### config.mk
export PLATFORM = sky130hd
export DESIGN_NAME = ytc_ctrl
export DESIGN_NICKNAME = d
export VERILOG_FILES = /design/src/rtl/ytc_pkg.sv /design/src/rtl/ytc_ctrl.sv
export SDC_FILE = /design/constraint.sdc
export NUM_CORES = 1
export LEC_CHECK = 0
export BUFFER_PORTS_ARGS = -buffer_cell sky130_fd_sc_hd__buf_2
export CORE_AREA = 4 4 41 43
export DETAILED_ROUTE_END_ITERATION = 8
export DIE_AREA = 0 0 45 47
export GPL_TIMING_DRIVEN = 1
export PLACE_DENSITY_LB_ADDON = 0.15
export SYNTH_ARGS = -nofsm -noshare
export SYNTH_HDL_FRONTEND = slang
export SYNTH_SLANG_ARGS = --single-unit
### constraint.sdc
create_clock -name clk -period 1.49 [get_ports clk]
set_input_delay 0.149 -clock clk [delete_from_list [all_inputs] [get_ports clk]]
set_output_delay 0.149 -clock clk [all_outputs]
set_load 0.02 [all_outputs]
### src/rtl/ytc_pkg.sv
// Shared types and constants for the Young tableau counter.
// Used by the controller, the datapath and the top level; depends on nothing.
`default_nettype none

package ytc_pkg;

    localparam int NUM_ROWS = 5;
    localparam int IN_W     = 3;
    localparam int COUNT_W  = 64;

    typedef enum logic [1:0] {
        ST_IDLE,
        ST_READ,
        ST_CALC,
        ST_FINISH
    } ytc_state_t;

    typedef struct packed {
        logic load;
        logic advance;
        logic calc;
        logic publish;
    } ytc_cmd_t;

    typedef struct packed {
        logic last_cell;
        logic out_full;
        logic out_take;
    } ytc_status_t;

endpackage

`default_nettype wire

### src/rtl/ytc_ctrl.sv
// Sequencer for the Young tableau counter: input handshake and per-cell steps.
// Depends on ytc_pkg; drives the datapath through ytc_cmd_t.
`default_nettype none

module ytc_ctrl (
    input  wire logic                 clk,
    input  wire logic                 rst_n,
    input  wire logic                 item_valid,
    output logic                      item_stall,
    input  wire ytc_pkg::ytc_status_t status,
    output ytc_pkg::ytc_cmd_t         cmd
);

    import ytc_pkg::*;

    ytc_state_t state_reg;
    ytc_state_t state_next;

    always_ff @(posedge clk or negedge rst_n)
    begin
        if (!rst_n)
        begin
            state_reg <= ST_IDLE;
        end
        else
        begin
            state_reg <= state_next;
        end
    end

    always_comb
    begin
        state_next = state_reg;
        unique case (state_reg)
            ST_IDLE:
            begin
                if (item_valid)
                begin
                    state_next = ST_READ;
                end
            end
            ST_READ:
            begin
                state_next = ST_CALC;
            end
            ST_CALC:
            begin
                state_next = status.last_cell ? ST_FINISH : ST_READ;
            end
            ST_FINISH:
            begin
                if (!status.out_full || status.out_take)
                begin
                    state_next = ST_IDLE;
                end
            end
            default:
            begin
                state_next = ST_IDLE;
            end
        endcase
    end

    always_comb
    begin
        item_stall  = 1'b1;
        cmd         = '0;
        unique case (state_reg)
            ST_IDLE:
            begin
                item_stall = 1'b0;
                cmd.load   = item_valid;
            end
            ST_READ:
            begin
                cmd = '0;
            end
            ST_CALC:
            begin
                cmd.calc    = 1'b1;
                cmd.advance = !status.last_cell;
            end
            ST_FINISH:
            begin
                cmd.publish = !status.out_full || status.out_take;
            end
            default:
            begin
                cmd = '0;
            end
        endcase
    end

endmodule

`default_nettype wire

**Yosys cells after proc, flatten, opt, wreduce, memory -nomap -nowiden**

Cells that the tools add are included.

- Output and inout bits: 5
- Input port bits: 6
- Bits in registers: 2

- Eq/ne operators: 5
- Muxes and demuxes: 8
- Reduce and logical (&&, ||, !) cells: 5

Operators with widths:

| operator | number |
|---|---|
| 2-to-1 mux 2 bit | 4 |
| one-hot mux 2 bit (4 select lines) | 1 |
| == test 2 bit (second input constant) | 2 |
| != test 2 bit (second input constant) | 2 |
| 2-to-1 mux 1 bit | 3 |
| == test 2 x 1 -> 1 bit (second input constant) | 1 |
| logical NOT 1 bit | 2 |
| logical NOT 2 bit | 1 |
| AND reduction 2 bit | 1 |
| logical OR 1 bit | 1 |

**Longest topological paths before layout**

Gate-level depths: netlist of the first run.

- Depth in word-level cells: 4
- Gate-level depth with buffers: 3
- Mapped depth without buffers: 3

**Least setup slack after synthesis of the first run**

Ideal clock, no wire load.

- Kind: reg-to-output
- Start: reg state_reg[0]
- End: out cmd[3] in the netlist's numbering
- Setup slack: 0.363 ns
- Cell stages (with the launch flop): 3
- Data arrival time: 0.978 ns
- Required time: 1.341 ns
- Cells stage by stage: dfrtp_1 or2_4 nor2_1

RTL lines:

| what | line | text |
|---|---|---|
| start, declared | ytc_ctrl.sv:16 | `ytc_state_t state_reg;` |
| start signal, assigned | ytc_ctrl.sv:27 | `state_reg <= state_next;` |
| end, declared | ytc_ctrl.sv:11 | `output ytc_pkg::ytc_cmd_t cmd` |

==> results of run 1 <==
-- stage by stage --
step                      instances  setup slack (ns)  utilization, %  total power, mW
after detailed placement         38             0.426            15.3            0.364
after floorplan                  13             0.363               -            0.289
after CTS                        42             0.178            17.8            0.498
after global placement           38             0.439            15.3            0.366
after global routing             42             0.116            17.8            0.526
final                            42             0.191            17.8            0.484
-- cells in the mapped netlist, drive strengths merged --
master and number:
o2bb2ai 1, and3 1, dfrtp 2, and2b 1
or2 1, a21oi 1, inv 1, nand2b 1
nor2b 1, nor2 2, nand2 1
-- area by class of cell --
type                       instances  area share (%)
multi-input combinational         10            33.0
tap                               15            8.11
sequential                         2            21.6
clock buffer                       3            9.73
inverter                           1            1.62
timing repair buffer              11            25.9
-- critical path: cells and delay by family (launching register included) --
kind | cells | cell delay (ns)
AND/OR/NAND/NOR | 2 | 0.33
flip-flops | 1 | 0.42
buffers and inverters | 1 | 0.17
-- final timing paths --
check                             start            to  slack, ns  depth (start not counted)
max                        state_reg[0]        cmd[3]       0.19                          3
min                           status[2]  state_reg[1]       0.20                          3
max reg2reg                state_reg[0]  state_reg[1]       0.69                          2
min reg2reg                state_reg[0]  state_reg[0]       0.56                          1
max in group asynchronous         rst_n  state_reg[0]       1.15                          2
min in group asynchronous         rst_n  state_reg[1]       0.25                          2
-- repair_timing --
| action | CTS | global route |
|---|---|---|
| endpoints found under the hold margin | 2 | 0 |
| gates resized for setup | 0 | 0 |
| hold buffers | 1 | 0 |
| buffers inserted | 0 | 0 |
-- cell families after synthesis --
logic type | share of synthesized area (%)
AOI/OAI and AO/OA | 10.6
and+or+nand+nor | 48.1
buffers and inverters | 2.88
DFF | 38.5
-- power by group --
part | internal [mW] | switching [mW] | leakage, nW
registers | 0.0833 | 0.0413 | 0.0233
clock network | 0.0890 | 0.0322 | 0.0138
logic | 0.111 | 0.127 | 0.0875
total | 0.283 | 0.200 | 0.125
-- layer usage --
metal,vias to the layer above,track usage (%)
met3,0,2.68
met1,54,4.33
li1,73,-
met2,6,4.24
met5,-,0
met4,0,5.26
==> metrics.log, run 1 <==
INFO  metric dieArea = 2120 um^2
INFO  metric register_area = 50.0 um^2
INFO  metric setup_viols_final = 0
INFO  metric wl_per_cell = 8.24 um
INFO  metric die_height = 47 um
INFO  metric std_cell_rows = 13
INFO  metric drc = 0
INFO  metric clock_sink_count = 2
INFO  metric top_level_ports = 11
INFO  metric worstPathMaxFanout = 6
INFO  metric detail_route.vias_per_cell = 3.17
INFO  metric fin_nets = 35
INFO  metric final-max-slew-violation-count = 0
INFO  metric finClkSkew = 0.000192 ns
INFO  metric wl_met3 = 40 um
INFO  metric avgSynthCellArea = 10.0 um^2
INFO  metric cp_data_arrival_time = 1.15 ns
INFO  metric timing.max_slew.rel_slack = 87.1%
INFO  metric clock_latency = 0.22 ns
INFO  metric power_density = 2090 nW/um^2
INFO  metric pin_count_of_the_biggest_net_entering_global_routing = 7
INFO  metric die_width = 45 um
INFO  metric yosys-top-cells-area = dfrtp_1 (38%), nand2b_4 (11%), and3_4 (8.7%), and2b_2 (6.7%), nor2b_2 (6.7%)
INFO  metric portBuffers = 10
INFO  metric worstPathRequired = 1.34 ns
INFO  metric synth_area = 130 um^2
INFO  metric tritoncts = yes
INFO  metric crit_chain = or2_4 > nor2_1 > buf_2
INFO  metric final.min_clock_period = 1.30 ns
INFO  metric number_of_buffers_created_by_cts = 3
INFO  metric routed_wl = 346 um
INFO  metric drt_iter0_drc = 0
INFO  metric report.final.hold_viol_count = 0
INFO  metric post_synth_num_cell_types = 11
INFO  metric gp_routability_congestion = 0.572
INFO  metric min_path_type = in2reg
INFO  metric grt_pass1_wl = 531 um
INFO  metric irDropWorstVdd = 543 uV
INFO  metric layout.cells.most_common_list = buf_2 (10), clkbuf_4 (3), nor2_1 (2), dfrtp_1 (2)
INFO  metric globalRouteOverflowTotal = 0
INFO  metric synth_area_leader_cell = dfrtp_1
INFO  metric p_leak = 0.125 nW
INFO  metric run_status = complete, no violations
INFO  metric vias_post_dr = 133
INFO  metric layout.cell_area.non_filler = 231 um^2
INFO  metric ant_cells = 0
INFO  metric yosys.area.top_type_share = 38.5%
INFO  metric layout.cells.most_common = buf_2
INFO  metric synth-seq-area-share = 38.5%
INFO  metric worst_setup_path_end_kind = output port
INFO  metric grt_setup_unrepaired = no
INFO  metric largest_reg_flops = 2
INFO  metric initial_core_util = 10.0%
INFO  metric number_of_global_route_vias_before_repair = 135
INFO  metric areaGrowthSynthToFinish = 77.9%
INFO  metric dpl_cell_area = 199 um^2
INFO  metric layout_worst_path_cycle_share = 87.2%
INFO  metric final.hold.worst_slack = 0.197 ns
INFO  metric synth_seq_cells = 2
INFO  metric max_cap_violations = 0
INFO  metric clk_path_buf_depth = 2
INFO  metric groute.usage.overall = 3.95%
INFO  metric drt.antenna.violating_nets = 0
INFO  metric timing_worst_slew_pin_value = 0.193 ns
INFO  metric synthesis.nets = 19
INFO  metric final_layout_size_suffix_gt1_share = 66.7%
INFO  metric crit_type = reg2out
INFO  metric critical-path-max-stage-delay = 0.42 ns
INFO  metric multiInputGateArea = 76.3 um^2
INFO  metric fillers = 160
INFO  metric topRoutingLayerUsed = met3
INFO  metric clkTransAtPathRegs = 0.03 ns
INFO  metric syn-instance-count = 13
INFO  metric cts-root-buf = clkbuf_4
INFO  metric cts-htree-levels = 1
INFO  metric clock.fmax = 770 MHz
INFO  metric wirelength_met1 = 151 um
INFO  metric yosys_warnings = 0
INFO  metric antenna_found_initial = 0
INFO  metric drtPass1Iterations = 1
INFO  metric detailroute.wirelength.met2 = 154 um
INFO  metric final.setup.tns = 0 ns
INFO  metric core = 1300 um^2
INFO  metric critical-path-slowest-cell = dfrtp_1
INFO  metric start_kind = flip-flop
No activity file was read; power rests on OpenSTA's default activity.
==> inputs of run 2 (changes only) <==
Settings changed: CAP_MARGIN from default to 20, CORE_AREA 4 4 41 43 to 2 2 39 41, DIE_AREA 0 0 45 47 to 0 0 41 43.
Clock period 1.49 ns to 1.3 ns, I/O delays scaled along.
==> metrics.log, run 2 (synthesized netlist as in run 1, its figures left out) <==
INFO  metric cp_data_arrival_time = 1.12 ns
INFO  metric ant_cells = 0
INFO  metric top_level_ports = 11
INFO  metric clkTransAtPathRegs = 0.03 ns
INFO  metric drt_iter0_drc = 1
INFO  metric std_cell_rows = 14
INFO  metric p_leak = 0.128 nW
INFO  metric vias_post_dr = 132
INFO  metric dieArea = 1760 um^2
INFO  metric die_height = 43 um
INFO  metric largest_reg_flops = 2
INFO  metric max_cap_violations = 0
INFO  metric min_path_type = in2reg
INFO  metric launching_point_of_the_worst_reg2reg_path = state_reg[1]
INFO  metric pin_count_of_the_biggest_net_entering_global_routing = 7
INFO  metric initial_core_util = 9.40%
INFO  metric start_kind = flip-flop
INFO  metric final_worst_slack = 0.0491 ns
INFO  metric final_layout_size_suffix_gt1_share = 71.4%
INFO  metric number_of_global_route_vias_before_repair = 121
INFO  metric grt_setup_unrepaired = no
INFO  metric globalRouteOverflowTotal = 0
INFO  metric layout_worst_path_cycle_share = 96.2%
INFO  metric number_of_buffers_created_by_cts = 3
INFO  metric grt_pass1_wl = 462 um
INFO  metric power.share.combinational = 51.3%
INFO  metric timing.critical_path.buf_inv = 1
INFO  metric areaGrowthSynthToFinish = 87.5%
INFO  metric cts-htree-levels = 1
INFO  metric place_worst_setup_slack = 0.271 ns
INFO  metric wl_per_cell = 7.16 um
INFO  metric worstPathRequired = 1.17 ns
INFO  metric power.share.sequential = 24.5%
INFO  metric clock_sink_count = 2
INFO  metric utilization_after_layout = 17.6%
INFO  metric detail_route.vias_per_cell = 3.00
INFO  metric clock_latency = 0.23 ns
INFO  metric final-max-slew-violation-count = 0
INFO  metric gp_routability_congestion = 0.600
INFO  metric worst_setup_path_end_kind = output port
INFO  metric cts-root-buf = clkbuf_4
INFO  metric timing.max_slew.rel_slack = 90.9%
INFO  metric power_density = 2380 nW/um^2
INFO  metric irDropWorstVdd = 311 uV
INFO  metric critical_path.top_delay_family = flip-flops
INFO  metric report.final.hold_viol_count = 0
INFO  metric critical-path-slowest-cell = dfrtp_1
INFO  metric portBuffers = 10
INFO  metric core = 1380 um^2
INFO  metric die_width = 41 um
INFO  metric final.setup.tns = 0 ns
INFO  metric drtPass1Iterations = 2
INFO  metric worstPathMaxFanout = 5
INFO  metric run_status = complete, no violations
INFO  metric switching_power = 0.230 mW
INFO  metric tritoncts = yes
INFO  metric timing_worst_slew_pin_value = 0.136 ns
INFO  metric drt.antenna.violating_nets = 0
INFO  metric dp_hpwl = 229 um
INFO  metric antenna_found_initial = 0
INFO  metric setup_viols_final = 0
INFO  metric fin_nets = 36
INFO  metric finClkSkew = 0.00442 ns
INFO  metric layout.cells.most_common = buf_2
INFO  metric crit_type = reg2out
INFO  metric critical-path-max-stage-delay = 0.40 ns
INFO  metric crit_chain = nor2b_2 > and2b_2 > buf_2
INFO  metric groute.usage.overall = 5.02%
INFO  metric fillers = 164
INFO  metric clk_path_buf_depth = 2
INFO  metric p_sw_share = 39.6%
INFO  metric clock.fmax = 799 MHz
INFO  metric final.min_clock_period = 1.25 ns
INFO  metric drc = 0
INFO  metric layout.cells.most_common_list = buf_2 (9), clkbuf_4 (3), nor2_1 (2), buf_4 (2)
INFO  metric setup.worst_path.start = state_reg[1]
INFO  metric routed_wl = 315 um
INFO  metric hold_path.startpoint = status[2]
INFO  metric internal-power = 0.351 mW
INFO  metric clock_power_share = 24.2%
## run 2: worst paths after layout
kind | depth (start not counted) | slack [ns] | endpoint
max in group asynchronous | 2 | 0.97 | state_reg[0]
min | 3 | 0.17 | state_reg[1]
max | 3 | 0.05 | cmd[2]
min in group asynchronous | 2 | 0.22 | state_reg[1]
min reg2reg | 1 | 0.52 | state_reg[0]
max reg2reg | 3 | 0.45 | state_reg[1]
## run 2: area by class of cell
cell class | instances | area, um^2 | area share (%)
sequential | 2 | 51.3 | 21.0
clock buffer | 3 | 22.5 | 9.23
timing repair buffer | 12 | 70.1 | 28.7
tap | 16 | 20.0 | 8.21
inverter | 1 | 3.75 | 1.54
multi-input combinational | 10 | 76.3 | 31.3
## run 2: timing repair
| item | in CTS | in global routing |
|---|---|---|
| gates resized for setup | 0 | 2 |
| hold buffers | 1 | 0 |
| endpoints found under the hold margin | 2 | 0 |
| setup endpoints to repair | 0 | 2 |
| setup buffers | 0 | 1 |
## run 2: worst reg2reg max path, cell delays in order, from the launching register on
cell,delay (ns)
dfrtp_1,0.40
buf_4,0.14
and3_4,0.14
nor2_1,0.10
## run 2: layer usage
metal	wire length, um	up-vias	share of wire (%)	GRT usage [%]
li1	-	73	-	-
met1	108	54	34	3.86
met2	184	5	58	5.31
met3	22	0	7.0	3.14
met4	0	0	0	10.0
met5	0	-	0	0
## run 2: through the flow
| stage | power, mW | cells | hold slack (ns) | instance area [um^2] |
|---|---|---|---|---|
| final | 0.581 | 44 | 0.170 | 244 |
| after global routing | 0.629 | 44 | 0.203 | 244 |
| after CTS | 0.570 | 43 | 0.168 | 233 |
| after detailed placement | 0.415 | 39 | -0.0834 | 200 |
| after global placement | 0.416 | 39 | -0.0843 | 200 |
| after floorplan | 0.331 | 13 | -0.166 | 130 |
## run 2: power groups by stage
stage | combinational, mW | clock, mW | sequential, mW
3_3_place_gp | 0.273 | 0 | 0.144
6_report | 0.298 | 0.141 | 0.142
4_1_cts | 0.276 | 0.152 | 0.142
3_5_place_dp | 0.273 | 0 | 0.141
5_1_grt | 0.321 | 0.156 | 0.152
2_1_floorplan | 0.199 | 0 | 0.132
==> inputs of run 3 (changes only) <==
Settings changed: ABC_AREA from default to 1, HOLD_SLACK_MARGIN from default to 0.05.
==> metrics.log, run 3 <==
INFO  metric drt_iter0_drc = 2
INFO  metric p_leak = 0.150 nW
INFO  metric crit_type = reg2out
INFO  metric std_cell_rows = 14
INFO  metric grt_setup_unrepaired = no
INFO  metric portBuffers = 10
INFO  metric top_level_ports = 11
INFO  metric crit_chain = inv_1 > nor3_1 > buf_2
INFO  metric clock_sink_count = 2
INFO  metric timing.critical_path.buf_inv = 2
INFO  metric irDropWorstVdd = 262 uV
INFO  metric timing_worst_slew_pin_value = 0.163 ns
INFO  metric layout.cell_area.non_filler = 230 um^2
INFO  metric drc = 0
INFO  metric start_kind = flip-flop
INFO  metric clkTransAtPathRegs = 0.03 ns
INFO  metric drt.antenna.violating_nets = 0
INFO  metric synth-seq-area-share = 39.2%
INFO  metric syn-instance-count = 21
INFO  metric antenna_found_initial = 0
INFO  metric core = 1380 um^2
INFO  metric layout.cells.non_filler = 51
INFO  metric die_width = 41 um
INFO  metric gp_routability_congestion = 0.606
INFO  metric setup_viols_final = 0
INFO  metric cts-htree-levels = 1
INFO  metric layout.cells.most_common_list = buf_2 (10), nand2_1 (7), inv_1 (6), clkbuf_4 (3)
INFO  metric synth_area_leader_cell = dfrtp_1
INFO  metric total_power_consumption = 0.556 mW
INFO  metric final.setup.tns = 0 ns
INFO  metric synth_seq_cells = 2
INFO  metric cp_data_arrival_time = 1.04 ns
INFO  metric drtPass1Iterations = 2
INFO  metric layout_worst_path_cycle_share = 89.7%
INFO  metric post_synth_most_frequent_cells = nand2_1 (7), inv_1 (6), dfrtp_1 (2), nor2_1 (2)
INFO  metric post-cts-setup-buffers = 0
INFO  metric whs_path_depth = 3
INFO  metric run_status = complete, no violations
INFO  metric critical_path.top_delay_family = flip-flops
INFO  metric worst_setup_path_end_kind = output port
INFO  metric post_synth_num_cell_types = 8
INFO  metric areaGrowthSynthToFinish = 80.4%
INFO  metric clock_latency = 0.22 ns
INFO  metric worstPathMaxFanout = 5
INFO  metric number_of_global_route_vias_before_repair = 157
INFO  metric layout.cells.most_common = buf_2
INFO  metric finClkSkew = 0.00212 ns
INFO  metric synthesis.nets = 27
INFO  metric synth-xor-area-share = 0%
INFO  metric number_of_buffers_created_by_cts = 3
INFO  metric dpl_cell_area = 198 um^2
INFO  metric avgSynthCellArea = 6.08 um^2
INFO  metric final_layout_size_suffix_gt1_share = 40.0%
INFO  metric synth_compound_area_share = 7.84%
INFO  metric yosys.area.top_type_share = 39.2%
INFO  metric final.hold.worst_slack = 0.173 ns
INFO  metric critical-path-slowest-cell = dfrtp_1
INFO  metric cts-root-buf = clkbuf_4
INFO  metric tritoncts = yes
INFO  metric yosys-top-cells-area = dfrtp_1 (39%), nand2_1 (21%), inv_1 (18%), nor2_1 (5.9%), nand2_2 (4.9%)
INFO  metric max_cap_violations = 0
INFO  metric synthFlopType = dfrtp_1
INFO  metric grt_pass1_wl = 538 um
INFO  metric pin_count_of_the_biggest_net_entering_global_routing = 6
INFO  metric timing.max_slew.rel_slack = 89.2%
INFO  metric report.final.hold_viol_count = 0
INFO  metric final.min_clock_period = 1.17 ns
INFO  metric dieArea = 1760 um^2
INFO  metric worst-path-stages = 3
INFO  metric synth_mux_area_share = 0%
INFO  metric die_height = 43 um
INFO  metric detail_route.vias_per_cell = 3.27
INFO  metric fin_nets = 43
INFO  metric critical-path-max-stage-delay = 0.40 ns
INFO  metric synthSimpleGateAreaFrac = 35.3%
INFO  metric synth_area = 128 um^2
INFO  metric power_density = 2420 nW/um^2
INFO  metric largest_reg_flops = 2
INFO  metric clk_path_buf_depth = 2
INFO  metric final-max-slew-violation-count = 0
INFO  metric synth_enable_flop_cells = 0
INFO  metric ant_cells = 0
INFO  metric globalRouteOverflowTotal = 0
INFO  metric cts_resized = 0
INFO  metric yosys.area_share.adder = 0%
INFO  metric routed_wl = 352 um
INFO  metric clock.fmax = 857 MHz
INFO  metric vias_post_dr = 167
INFO  metric r2r_cells = 2
INFO  metric synth_most_common_cell = nand2_1
INFO  metric synthArstFlopShare = 100%
INFO  metric initial_core_util = 9.22%
INFO  metric wl_per_cell = 6.90 um
INFO  metric dominant_combinational_cell_family_by_area_after_synthesis = simple AND/OR/NAND/NOR gates
INFO  metric cts_hold_repair.buffers = 1
INFO  metric placed_instances = 47
INFO  metric min_path_type = in2reg
INFO  metric yosys_warnings = 0
INFO  metric groute.usage.overall = 5.71%
INFO  metric worstPathRequired = 1.17 ns
==> run 3: cell type report <==
type / count / area [um^2]
multi-input combinational: 13 / 55.1
tap: 16 / 20.0
timing repair buffer: 11 / 60.1
fill: 165 / 1150
clock buffer: 3 / 22.5
inverter: 6 / 22.5
sequential: 2 / 50.0
==> run 3: final timing paths <==
kind	from	end	slack [ns]
min reg2reg	state_reg[0]	state_reg[0]	0.60
max in group asynchronous	rst_n	state_reg[1]	0.98
min	item_valid	state_reg[0]	0.17
max reg2reg	state_reg[1]	state_reg[0]	0.50
max	state_reg[1]	cmd[2]	0.13
min in group asynchronous	rst_n	state_reg[0]	0.22
==> run 3: power by group <==
group	total, mW	switching (mW)	leakage, nW	internal (mW)
logic	0.284	0.186	0.112	0.0977
clock network	0.136	0.0347	0.0138	0.102
registers	0.136	0.0405	0.0237	0.0954
==> run 3: cells by family after synthesis <==
family	count (synthesis)
and+or+nand+nor	11
buffers and inverters	6
DFF	2
AOI/OAI and AO/OA	2
==> run 3: worst register-to-register path, cell delays in order, from the launching register on <==
cell and delay (ns):
dfrtp_1 0.41, o21ai_0 0.18, o21ai_1 0.09
==> run 3: routing by layer <==
metal | part of all wire (%) | track usage, % | routed length (um)
met5 | 0 | 0 | 0
met4 | 0 | 12.0 | 0
met3 | 9.4 | 3.14 | 33
met2 | 54 | 6.56 | 190
met1 | 36 | 3.83 | 128
==> run 3: per-stage QoR <==
stage,util (%),setup slack (ns)
2_1_floorplan,-,0.255
3_3_place_gp,14.3,0.372
3_5_place_dp,14.3,0.374
4_1_cts,16.6,0.124
5_1_grt,16.6,0.0321
6_report,16.6,0.134
